[src/dq_pkg.sv]
`default_nettype none
// ----------------------------------------------------------------------------
// dq_pkg
// Shared types, constants and index helpers for the bounded deque with search.
// ----------------------------------------------------------------------------
package dq_pkg;

  // Ring buffer geometry
  localparam int unsigned CAPACITY = 16;
  localparam int unsigned DATA_W   = 32;
  localparam int unsigned IDX_W    = $clog2(CAPACITY);
  localparam int unsigned CNT_W    = $clog2(CAPACITY + 1);

  // Command codes carried in the kind field
  typedef enum logic [2:0] {
    KIND_PUSH_FRONT = 3'd0,
    KIND_PUSH_BACK  = 3'd1,
    KIND_POP_FRONT  = 3'd2,
    KIND_POP_BACK   = 3'd3,
    KIND_SEARCH     = 3'd4,
    KIND_CLEAR      = 3'd5
  } dq_kind_e;

  // Incoming request
  typedef struct packed {
    logic [2:0]               kind;
    logic signed [DATA_W-1:0] value;
  } dq_req_t;

  // Outgoing response
  typedef struct packed {
    logic                     found;
    logic signed [DATA_W-1:0] front_value;
    logic signed [DATA_W-1:0] back_value;
    logic [CNT_W-1:0]         item_count;
    logic                     is_empty;
    logic                     rejected;
  } dq_rsp_t;

  // Entry store access for one cycle
  typedef struct packed {
    logic              we;
    logic [IDX_W-1:0]  waddr;
    logic [DATA_W-1:0] wdata;
    logic [IDX_W-1:0]  raddr;
  } dq_ram_req_t;

  // Ring position of the entry at a given offset from the head (offset below CAPACITY)
  function automatic logic [IDX_W-1:0] dq_slot(logic [IDX_W-1:0] head,
                                                logic [CNT_W-1:0] off);
    logic [CNT_W:0] sum;
    sum = (CNT_W+1)'(head) + (CNT_W+1)'(off);
    if (sum >= (CNT_W+1)'(CAPACITY)) begin
      sum = sum - (CNT_W+1)'(CAPACITY);
    end
    return sum[IDX_W-1:0];
  endfunction

  // Ring position one before the head
  function automatic logic [IDX_W-1:0] dq_prev(logic [IDX_W-1:0] head);
    logic [IDX_W-1:0] res;
    if (head == '0) begin
      res = IDX_W'(CAPACITY - 1);
    end else begin
      res = head - IDX_W'(1);
    end
    return res;
  endfunction

endpackage
`default_nettype wire

[src/dq_ram.sv]
`default_nettype none
// ----------------------------------------------------------------------------
// dq_ram
// Entry store: one write port and one read port, read data registered.
// ----------------------------------------------------------------------------
module dq_ram (
  input  wire logic                       clk_i,
  input  wire dq_pkg::dq_ram_req_t        ram_req_i,
  output logic [dq_pkg::DATA_W-1:0]       rd_data_o
);

  logic [dq_pkg::DATA_W-1:0] mem_q [dq_pkg::CAPACITY];
  logic [dq_pkg::DATA_W-1:0] rd_data_q;

  // Write the addressed entry
  always_ff @(posedge clk_i) begin
    if (ram_req_i.we) begin
      mem_q[ram_req_i.waddr] <= ram_req_i.wdata;
    end
  end

  // Registered read: data for the address appears in the cycle after
  always_ff @(posedge clk_i) begin
    rd_data_q <= mem_q[ram_req_i.raddr];
  end

  assign rd_data_o = rd_data_q;

endmodule
`default_nettype wire

[src/dq_ctrl.sv]
`default_nettype none
// ----------------------------------------------------------------------------
// dq_ctrl
// Command sequencer: head and count tracking, front/back caching, serial
// search over the entry store and the response register.
// ----------------------------------------------------------------------------
module dq_ctrl (
  input  wire logic                       clk_i,
  input  wire logic                       rst_ni,
  input  wire logic                       in_valid_i,
  output logic                            in_ready_o,
  input  wire dq_pkg::dq_req_t            in_req_i,
  output logic                            out_valid_o,
  input  wire logic                       out_ready_i,
  output dq_pkg::dq_rsp_t                 out_rsp_o,
  output dq_pkg::dq_ram_req_t             ram_req_o,
  input  wire logic [dq_pkg::DATA_W-1:0]  rd_data_i
);

  typedef enum logic [3:0] {
    ST_IDLE  = 4'b0001,
    ST_FETCH = 4'b0010,
    ST_SCAN  = 4'b0100,
    ST_DONE  = 4'b1000
  } dq_state_e;

  localparam logic [dq_pkg::CNT_W-1:0] CNT_FULL = dq_pkg::CNT_W'(dq_pkg::CAPACITY);
  localparam logic [dq_pkg::CNT_W-1:0] CNT_ONE  = dq_pkg::CNT_W'(1);
  localparam logic [dq_pkg::CNT_W-1:0] CNT_TWO  = dq_pkg::CNT_W'(2);

  dq_state_e                 state_q, state_d;
  logic [dq_pkg::IDX_W-1:0]  head_q, head_d;
  logic [dq_pkg::CNT_W-1:0]  count_q, count_d;
  logic [dq_pkg::CNT_W-1:0]  scan_q, scan_d;
  logic [dq_pkg::DATA_W-1:0] front_q, front_d;
  logic [dq_pkg::DATA_W-1:0] back_q, back_d;
  logic [dq_pkg::DATA_W-1:0] key_q, key_d;
  logic                      fetch_front_q, fetch_front_d;
  logic                      found_q, found_d;
  logic                      rej_q, rej_d;
  logic                      out_valid_q, out_valid_d;
  dq_pkg::dq_rsp_t           out_q, out_d;
  logic [dq_pkg::IDX_W-1:0]  new_head;
  logic                      is_empty;

  assign is_empty = (count_q == '0);
  assign new_head = dq_pkg::dq_prev(head_q);

  // Next-state logic for the sequencer
  always_comb begin
    state_d       = state_q;
    head_d        = head_q;
    count_d       = count_q;
    scan_d        = scan_q;
    front_d       = front_q;
    back_d        = back_q;
    key_d         = key_q;
    fetch_front_d = fetch_front_q;
    found_d       = found_q;
    rej_d         = rej_q;
    out_d         = out_q;
    out_valid_d   = out_valid_q && !out_ready_i;
    in_ready_o    = 1'b0;

    ram_req_o.we    = 1'b0;
    ram_req_o.waddr = dq_pkg::dq_slot(head_q, count_q);
    ram_req_o.wdata = in_req_i.value;
    ram_req_o.raddr = dq_pkg::dq_slot(head_q, scan_q);

    case (state_q)
      ST_IDLE: begin
        in_ready_o = 1'b1;
        if (in_valid_i) begin
          key_d   = in_req_i.value;
          found_d = 1'b0;
          rej_d   = 1'b0;
          state_d = ST_DONE;
          case (in_req_i.kind)
            dq_pkg::KIND_PUSH_FRONT: begin
              if (count_q == CNT_FULL) begin
                rej_d = 1'b1;
              end else begin
                ram_req_o.we    = 1'b1;
                ram_req_o.waddr = new_head;
                head_d          = new_head;
                count_d         = count_q + CNT_ONE;
                front_d         = in_req_i.value;
                if (is_empty) begin
                  back_d = in_req_i.value;
                end
              end
            end
            dq_pkg::KIND_PUSH_BACK: begin
              if (count_q == CNT_FULL) begin
                rej_d = 1'b1;
              end else begin
                ram_req_o.we = 1'b1;
                count_d      = count_q + CNT_ONE;
                back_d       = in_req_i.value;
                if (is_empty) begin
                  front_d = in_req_i.value;
                end
              end
            end
            dq_pkg::KIND_POP_FRONT: begin
              if (is_empty) begin
                rej_d = 1'b1;
              end else begin
                head_d  = dq_pkg::dq_slot(head_q, CNT_ONE);
                count_d = count_q - CNT_ONE;
                if (count_q != CNT_ONE) begin
                  // fetch the new front entry
                  ram_req_o.raddr = dq_pkg::dq_slot(head_q, CNT_ONE);
                  fetch_front_d   = 1'b1;
                  state_d         = ST_FETCH;
                end
              end
            end
            dq_pkg::KIND_POP_BACK: begin
              if (is_empty) begin
                rej_d = 1'b1;
              end else begin
                count_d = count_q - CNT_ONE;
                if (count_q != CNT_ONE) begin
                  // fetch the new back entry
                  ram_req_o.raddr = dq_pkg::dq_slot(head_q, count_q - CNT_TWO);
                  fetch_front_d   = 1'b0;
                  state_d         = ST_FETCH;
                end
              end
            end
            dq_pkg::KIND_SEARCH: begin
              if (!is_empty) begin
                ram_req_o.raddr = head_q;
                scan_d          = CNT_ONE;
                state_d         = ST_SCAN;
              end
            end
            dq_pkg::KIND_CLEAR: begin
              count_d = '0;
              head_d  = '0;
            end
            default: begin
              // unused codes leave the queue alone
            end
          endcase
        end
      end

      ST_FETCH: begin
        if (fetch_front_q) begin
          front_d = rd_data_i;
        end else begin
          back_d = rd_data_i;
        end
        state_d = ST_DONE;
      end

      // Compare the entry read last cycle, issue the next read
      ST_SCAN: begin
        if (rd_data_i == key_q) begin
          found_d = 1'b1;
          state_d = ST_DONE;
        end else if (scan_q == count_q) begin
          state_d = ST_DONE;
        end else begin
          scan_d = scan_q + CNT_ONE;
        end
      end

      // Load the response register once it is free
      ST_DONE: begin
        if (!out_valid_q || out_ready_i) begin
          out_d.found       = found_q;
          out_d.front_value = is_empty ? '0 : front_q;
          out_d.back_value  = is_empty ? '0 : back_q;
          out_d.item_count  = count_q;
          out_d.is_empty    = is_empty;
          out_d.rejected    = rej_q;
          out_valid_d       = 1'b1;
          state_d           = ST_IDLE;
        end
      end

      default: begin
        state_d = ST_IDLE;
      end
    endcase
  end

  // Control state
  always_ff @(posedge clk_i or negedge rst_ni) begin
    if (!rst_ni) begin
      state_q     <= ST_IDLE;
      head_q      <= '0;
      count_q     <= '0;
      out_valid_q <= 1'b0;
    end else begin
      state_q     <= state_d;
      head_q      <= head_d;
      count_q     <= count_d;
      out_valid_q <= out_valid_d;
    end
  end

  // Payload and working registers
  always_ff @(posedge clk_i) begin
    scan_q        <= scan_d;
    front_q       <= front_d;
    back_q        <= back_d;
    key_q         <= key_d;
    fetch_front_q <= fetch_front_d;
    found_q       <= found_d;
    rej_q         <= rej_d;
    out_q         <= out_d;
  end

  assign out_valid_o = out_valid_q;
  assign out_rsp_o   = out_q;

endmodule
`default_nettype wire

[src/bounded_deque_with_search.sv]
`default_nettype none
// Flow: push, clear and refused requests pass from acceptance through ST_DONE into the
// response register; pops that fetch a new end entry pass through ST_FETCH first; a search
// on a non-empty queue walks the held entries in ST_SCAN. A new request is taken only in
// ST_IDLE, so a search holds requests off while the single read port walks entry by entry.
// Reset clears head, count and handshake state at once; entries are not cleared.
// ----------------------------------------------------------------------------
// bounded_deque_with_search
// Bounded double-ended queue of signed values in a ring-buffer memory,
// with push/pop at either end, value search and clear.
// ----------------------------------------------------------------------------
module bounded_deque_with_search (
  input  wire logic             clk_i,
  input  wire logic             rst_ni,
  input  wire logic             in_valid_i,
  output logic                  in_ready_o,
  input  wire dq_pkg::dq_req_t  in_req_i,
  output logic                  out_valid_o,
  input  wire logic             out_ready_i,
  output dq_pkg::dq_rsp_t       out_rsp_o
);

  dq_pkg::dq_ram_req_t       ram_req;
  logic [dq_pkg::DATA_W-1:0] rd_data;

  // Sequencer
  dq_ctrl u_dq_ctrl (
    .clk_i       (clk_i),
    .rst_ni      (rst_ni),
    .in_valid_i  (in_valid_i),
    .in_ready_o  (in_ready_o),
    .in_req_i    (in_req_i),
    .out_valid_o (out_valid_o),
    .out_ready_i (out_ready_i),
    .out_rsp_o   (out_rsp_o),
    .ram_req_o   (ram_req),
    .rd_data_i   (rd_data)
  );

  // Entry store
  dq_ram u_dq_ram (
    .clk_i     (clk_i),
    .ram_req_i (ram_req),
    .rd_data_o (rd_data)
  );

endmodule
`default_nettype wire

[config.mk]
export PLATFORM = sky130hd
export DESIGN_NAME = bounded_deque_with_search
export DESIGN_NICKNAME = d
export VERILOG_FILES = /design/src/dq_pkg.sv /design/src/dq_ram.sv /design/src/dq_ctrl.sv /design/src/bounded_deque_with_search.sv
export SDC_FILE = /design/constraint.sdc
export NUM_CORES = 1
export LEC_CHECK = 0
export ABC_AREA = 1
export BUFFER_PORTS_ARGS = -buffer_cell sky130_fd_sc_hd__buf_2
export CORE_MARGIN = 2
export CORE_UTILIZATION = 50
export DETAILED_ROUTE_END_ITERATION = 8
export HOLD_SLACK_MARGIN = 0.02
export MAX_ROUTING_LAYER = met4
export PLACE_DENSITY = 0.78
export SETUP_SLACK_MARGIN = 0.02
export SLEW_MARGIN = 40
export SYNTH_ARGS = -nofsm -noshare
export SYNTH_HDL_FRONTEND = slang
export SYNTH_HIERARCHICAL = 1
export SYNTH_SLANG_ARGS = --single-unit
[constraint.sdc]
create_clock -name clk_i -period 4.5 [get_ports clk_i]
set_clock_uncertainty 0.1 [all_clocks]
set_input_delay 0.225 -clock clk_i [delete_from_list [all_inputs] [get_ports clk_i]]
set_output_delay 0.225 -clock clk_i [all_outputs]
set_load 0.02 [all_outputs]
## After elaboration in Yosys (flattened, before gate mapping)

Memory sizes are Yosys's and may differ from the RTL's. A register that Yosys moved wholly into a read port is not among the register bits.
Index checks and enable logic that the tools add are counted.

- Register bits: 190
- RAM bits: 512
- Bits of input ports: 39
- Output and inout port bits: 74
- Logic and storage cells: 161
- Memories kept: 1

Memory list:

| memory | depth | bits a word | read ports | clocked after memory_dff | wr ports | line | source |
|---|---|---|---|---|---|---|---|
| u_dq_ram.mem_q | 16 | 32 | 1 | 1 | 1 | dq_ram.sv:12 | `logic [dq_pkg::DATA_W-1:0] mem_q [dq_pkg::CAPACITY];` |

- $add $sub $neg: 13
- Magnitude comparators: 4
- Equality and inequality tests: 35
- Mux-type cells: 67
- Reductions and logical operators: 24

Operators with widths:

| cell | count |
|---|---|
| $pmux 32 s2 | 4 |
| $mux 32 | 7 |
| $mux 4 | 22 |
| $mux 5 | 10 |
| $eq 32x32->1 | 1 |
| $pmux 4 s3 | 2 |
| $ne 2x2->1 const B | 11 |
| $reduce_and 7->1 | 3 |
| $sub 4x1->4 const B | 5 |
| $add 4x5->6 | 3 |
| $ge 6x5->1 const B | 3 |
| $pmux 4 s4 | 1 |
| $pmux 5 s3 | 1 |
| $mux 1 | 14 |
| $add 5x1->5 const B | 2 |
| $ne 2x1->1 const B | 5 |
| $pmux 5 s2 | 1 |
| $reduce_and 5->1 | 2 |
| $ne 3x3->1 const B | 3 |
| $pmux 1 s2 | 4 |
| $pmux 4 s2 | 1 |
| $eq 3x2->1 const B | 2 |
| $eq 3x3->1 const B | 2 |
| $ne 3x2->1 const B | 2 |
| 25 further kinds | 32 |

## Depth between registers and ports, before layout

- Depth after elaboration: 9
- Gate-level depth with buffers: 18
- Gate-level depth less buffers: 15

## Modules after synthesis

The synthesis kept the hierarchy.

Modules (own cells, without submodules):

| module | times used | cells each | area each (µm²) | sequential area each (µm²) |
|---|---|---|---|---|
| dq_ram | 1 | 2120 | 22730.6 | 16015.4 |
| dq_ctrl | 1 | 808 | 8787.2 | 5636.7 |

## Worst setup path before layout

Ideal clock, no wire load.

- Path type: register -> register
- Start point: register u_dq_ctrl.state_q[0]
- End point: register u_dq_ctrl.out_q, in the netlist u_dq_ctrl/out_rsp_o[0] (enable)
- Setup time: 0.526 ns
- Data arrival time: 4.260 ns
- Data required time: 3.874 ns
- Path slack: -0.386 ns
- Stages on the path, launching flop included: 6
- Path buffers: 0
- Period minus slack after synthesis: 4.886 ns
- Path through: dfstp_2 nor2_1 inv_1 nor3_1 inv_1 a21oi_1

- Longest elaborated chain between the ends: 2

Ends and longest elaborated chain:

| element | line | source |
|---|---|---|
| start, declared | dq_ctrl.sv:31 | `dq_state_e state_q, state_d;` |
| start signal, assigned | dq_ctrl.sv:199 | `state_q <= state_d;` |
| $eq 4x4->1 | dq_ctrl.sv:70 | `case (state_q)` |
| $reduce_and 2->1 (no source line) | -- |  |
| end signal, assigned | dq_ctrl.sv:215 | `out_q <= out_d;` |
| end, declared | dq_ctrl.sv:42 | `dq_pkg::dq_rsp_t out_q, out_d;` |

No other way between the ends.
A chain may end at the register's enable or synchronous reset.

==> qor.txt <==
status: complete, no violations
H-tree lvl count: 3
number of global-route vias before repair: 20600
first-pass detailed-route iteration total: 8
Post-Synth Adder-Cell Area: 0.945%
hold buffer count at CTS: 39
TritonCTS buffer count: 70
synth cell count leaders: nand2_1, edfxtp_1, inv_1
register area share after synthesis: 68.7%
Die Area: 0.0651 mm²
top-area cell type share of the netlist area: 65.5%
GRT Total Usage: 23.5%
Startpoint Class: flip-flop
initial antenna violation count: 1
share of cells above drive strength 1: 9.87%
Residual DRC: 0
Arrival @ worst endpoint: 4.48 ns
Avg Inst Size Synth: 10.8 µm²
number of synthesized flops with an enable pin: 688
Syn Nets: 2989
Max Transition Viols Final: 0
top cells by area, synth: edfxtp_1, nand2_1, nand3_1
Synth Flop Type: edfxtp_1
Slew @ Worst Pin: 0.961 ns
VDD IR max: 0.00121 V
PostCTS Resize Cnt: 0
Synth Cell Area: 0.0315 mm²
critical path type: reg -> reg
Num Clock Sinks: 734
TNS Setup: 0 ns
Iter 0 DRT Violations: 2358
total congestion overflow: 0
Vias/cell: 5.31
initial core utilization: 50.2%
most numerous cell in the Yosys netlist: nand2_1
Synth area leader: edfxtp_1
first-pass GRT wire length: 113000 µm
clock-pin slew on the worst setup and hold paths: 0.06 ns
Max Fclk: 247 MHz
yosys synthesis warning count: 6
remaining antenna violation count: 0
final hold vios: 0
final wirelength: 73200 µm
# port buffers: 112
Final Core Density: 56.4%
Area Overhead vs Synth: 12.3%
buffer count from post-CTS setup fixing: 0
max cap viols: 0
Routed wire per std cell: 18.5 µm
required time worst endpoint: 4.94 ns
Crit. End Element: flip-flop
routability cong.: 0.911
pin count of the biggest net entering global routing: 170
Synth Area in XOR/XNOR: 1.22%
Final HPWL DP: 42900 µm
Bufs on Longest Clock Path: 3
relative slew slack: 35.9%
Chip Width: 255 µm
Final Net Count: 3105
Crit Path Max Fanout: 169
PwrDens: 673 mW/mm²
Die Span Y: 255 µm
Root Driver: clkbuf_16
Final setup viols: 0
compound-gate portion of the synthesized area: 1.09%
CTS tree: yes
Synth cell types: 46
row count: 92
Clock Latency Late Sink: 0.61 ns
# IOs: 113
CORE AREA: 0.0627 mm²
Syn Inst Count: 2928
final instance area: 0.0354 mm²
unrepaired setup endpoints after global routing: false
register bit total from synthesis: 734
Via Count: 21000
post-synthesis mux area share: 0.0318%
placed cell areas: 0.0328 mm²
hold crit path type: in -> reg
Pleak: 15.0 nW
Final min period: 4.04 ns
Post-synth ARST share: 1.91%
Post-Synth Simple-Gate Area: 18.7%
combinational family with the most area after synthesis: simple AND/OR/NAND/NOR gates
fin crit share: 89.8%
FILL cells: 4860
-- final cells by class --
cell class,instances,area [µm²],area share (%)
Sequential cell,734,21700,61.2
Multi-Input combinational cell,1527,7120,20.1
Inverter,514,1940,5.48
Clock buffer,88,1880,5.32
Timing Repair Buffer,197,1440,4.08
Tap cell,846,1060,2.99
Clock inverter,40,295,0.834
Antenna cell,1,2.50,0.00707
-- sequential cells by signal, summed over array words and instances (netlist names) --
register and count:
u_dq_ctrl/state_q 4, u_dq_ctrl/front_q 32, u_dq_ram/mem_q 512, u_dq_ctrl/scan_q 5
u_dq_ctrl/out_valid_o 1, u_dq_ctrl/out_rsp_o 72, u_dq_ctrl/fetch_front_q 1, u_dq_ctrl/rej_q 1
u_dq_ctrl/back_q 32, u_dq_ctrl/key_q 32, u_dq_ctrl/found_q 1, u_dq_ctrl/head_q 4
u_dq_ctrl/count_q 5, u_dq_ram/rd_data_o 32
-- cells in the final DEF, fill, tap and decap left out, drive strengths merged, types with 2 or more instances in the layout --
| master | n |
|---|---|
| a21oi | 13 |
| a31oi | 3 |
| buf | 159 |
| bufinv | 3 |
| clkbuf | 88 |
| clkinv | 33 |
| clkinvlp | 3 |
| dfrtp | 13 |
| dfxtp | 32 |
| dlygate4sd3 | 38 |
| edfxtp | 688 |
| fa | 3 |
| ha | 19 |
| inv | 515 |
| nand2 | 919 |
| nand3 | 413 |
| nand3b | 2 |
| nand4 | 3 |
| nor2 | 55 |
| nor3 | 9 |
| o211ai | 2 |
| o21ai | 29 |
| o22ai | 3 |
| o31ai | 3 |
| xnor2 | 36 |
| xor2 | 8 |
-- cell families after synthesis --
logic type | Yosys count
compound gates | 58
fa+ha+maj | 22
simple gates | 1402
buf+inv | 667
flops | 734
mux | 1
xor+xnor | 44
-- metal layers --
| layer | part of all wire (%) | routed length (µm) | GRT usage (%) |
|---|---|---|---|
| met1 | 39 | 28500 | 29.4 |
| met4 | 3.6 | 2660 | 9.71 |
| met3 | 9.1 | 6640 | 3.16 |
| met5 | 0 | 0 | - |
| met2 | 48 | 35400 | 38.7 |
-- final timing paths --
path | to | slack, ns | from | cells past startpoint
max | u_dq_ram/rd_data_o[20] | 0.46 | u_dq_ctrl/count_q[1] | 16
min | u_dq_ctrl/key_q[8] | 0.04 | in_req_i[8] | 1
max reg2reg | u_dq_ram/rd_data_o[20] | 0.46 | u_dq_ctrl/count_q[1] | 16
min reg2reg | u_dq_ctrl/out_rsp_o[71] | 0.34 | u_dq_ctrl/found_q | 0
max in group asynchronous | u_dq_ctrl/head_q[1] | 3.87 | rst_ni | 3
min in group asynchronous | u_dq_ctrl/state_q[0] | 0.05 | rst_ni | 2
-- power breakdown --
part	internal [W]	leakage, nW	total, W	switching (W)
sequential	0.00827	6.65	0.00875	0.000479
clock	0.00315	1.06	0.00560	0.00245
combinational	0.00279	7.31	0.00948	0.00669
total	0.0142	15.0	0.0238	0.00962
-- worst max-delay path: stages, from the launching register on --
cell and delay [ns]:
dfrtp_1 0.45, inv_1 0.23, ha_1 0.27, nand3_2 0.12, buf_4 0.49, nand2_1 0.32, inv_1 0.15, nand3_1 0.08
o211ai_1 0.12, buf_4 0.20, buf_12 0.43, nand2_1 0.15, nand2_1 0.13, nand2_1 0.07, nand3_1 0.11, nand3_1 0.14
nand2_1 0.11
-- per-stage QoR --
step | hold slack [ns] | power [W] | std cells | setup slack [ns]
2_1_floorplan | -0.171 | 0.0154 | 2928 | 0.292
3_3_place_gp | 0.0571 | 0.0178 | 3778 | 0.772
3_5_place_dp | 0.0660 | 0.0181 | 3779 | 0.629
4_1_cts | 0.0212 | 0.0237 | 3946 | 0.625
5_1_grt | 0.0349 | 0.0250 | 3946 | 0.176
6_report | 0.0384 | 0.0238 | 3947 | 0.458
No activity file was read; power rests on OpenSTA's default activity.
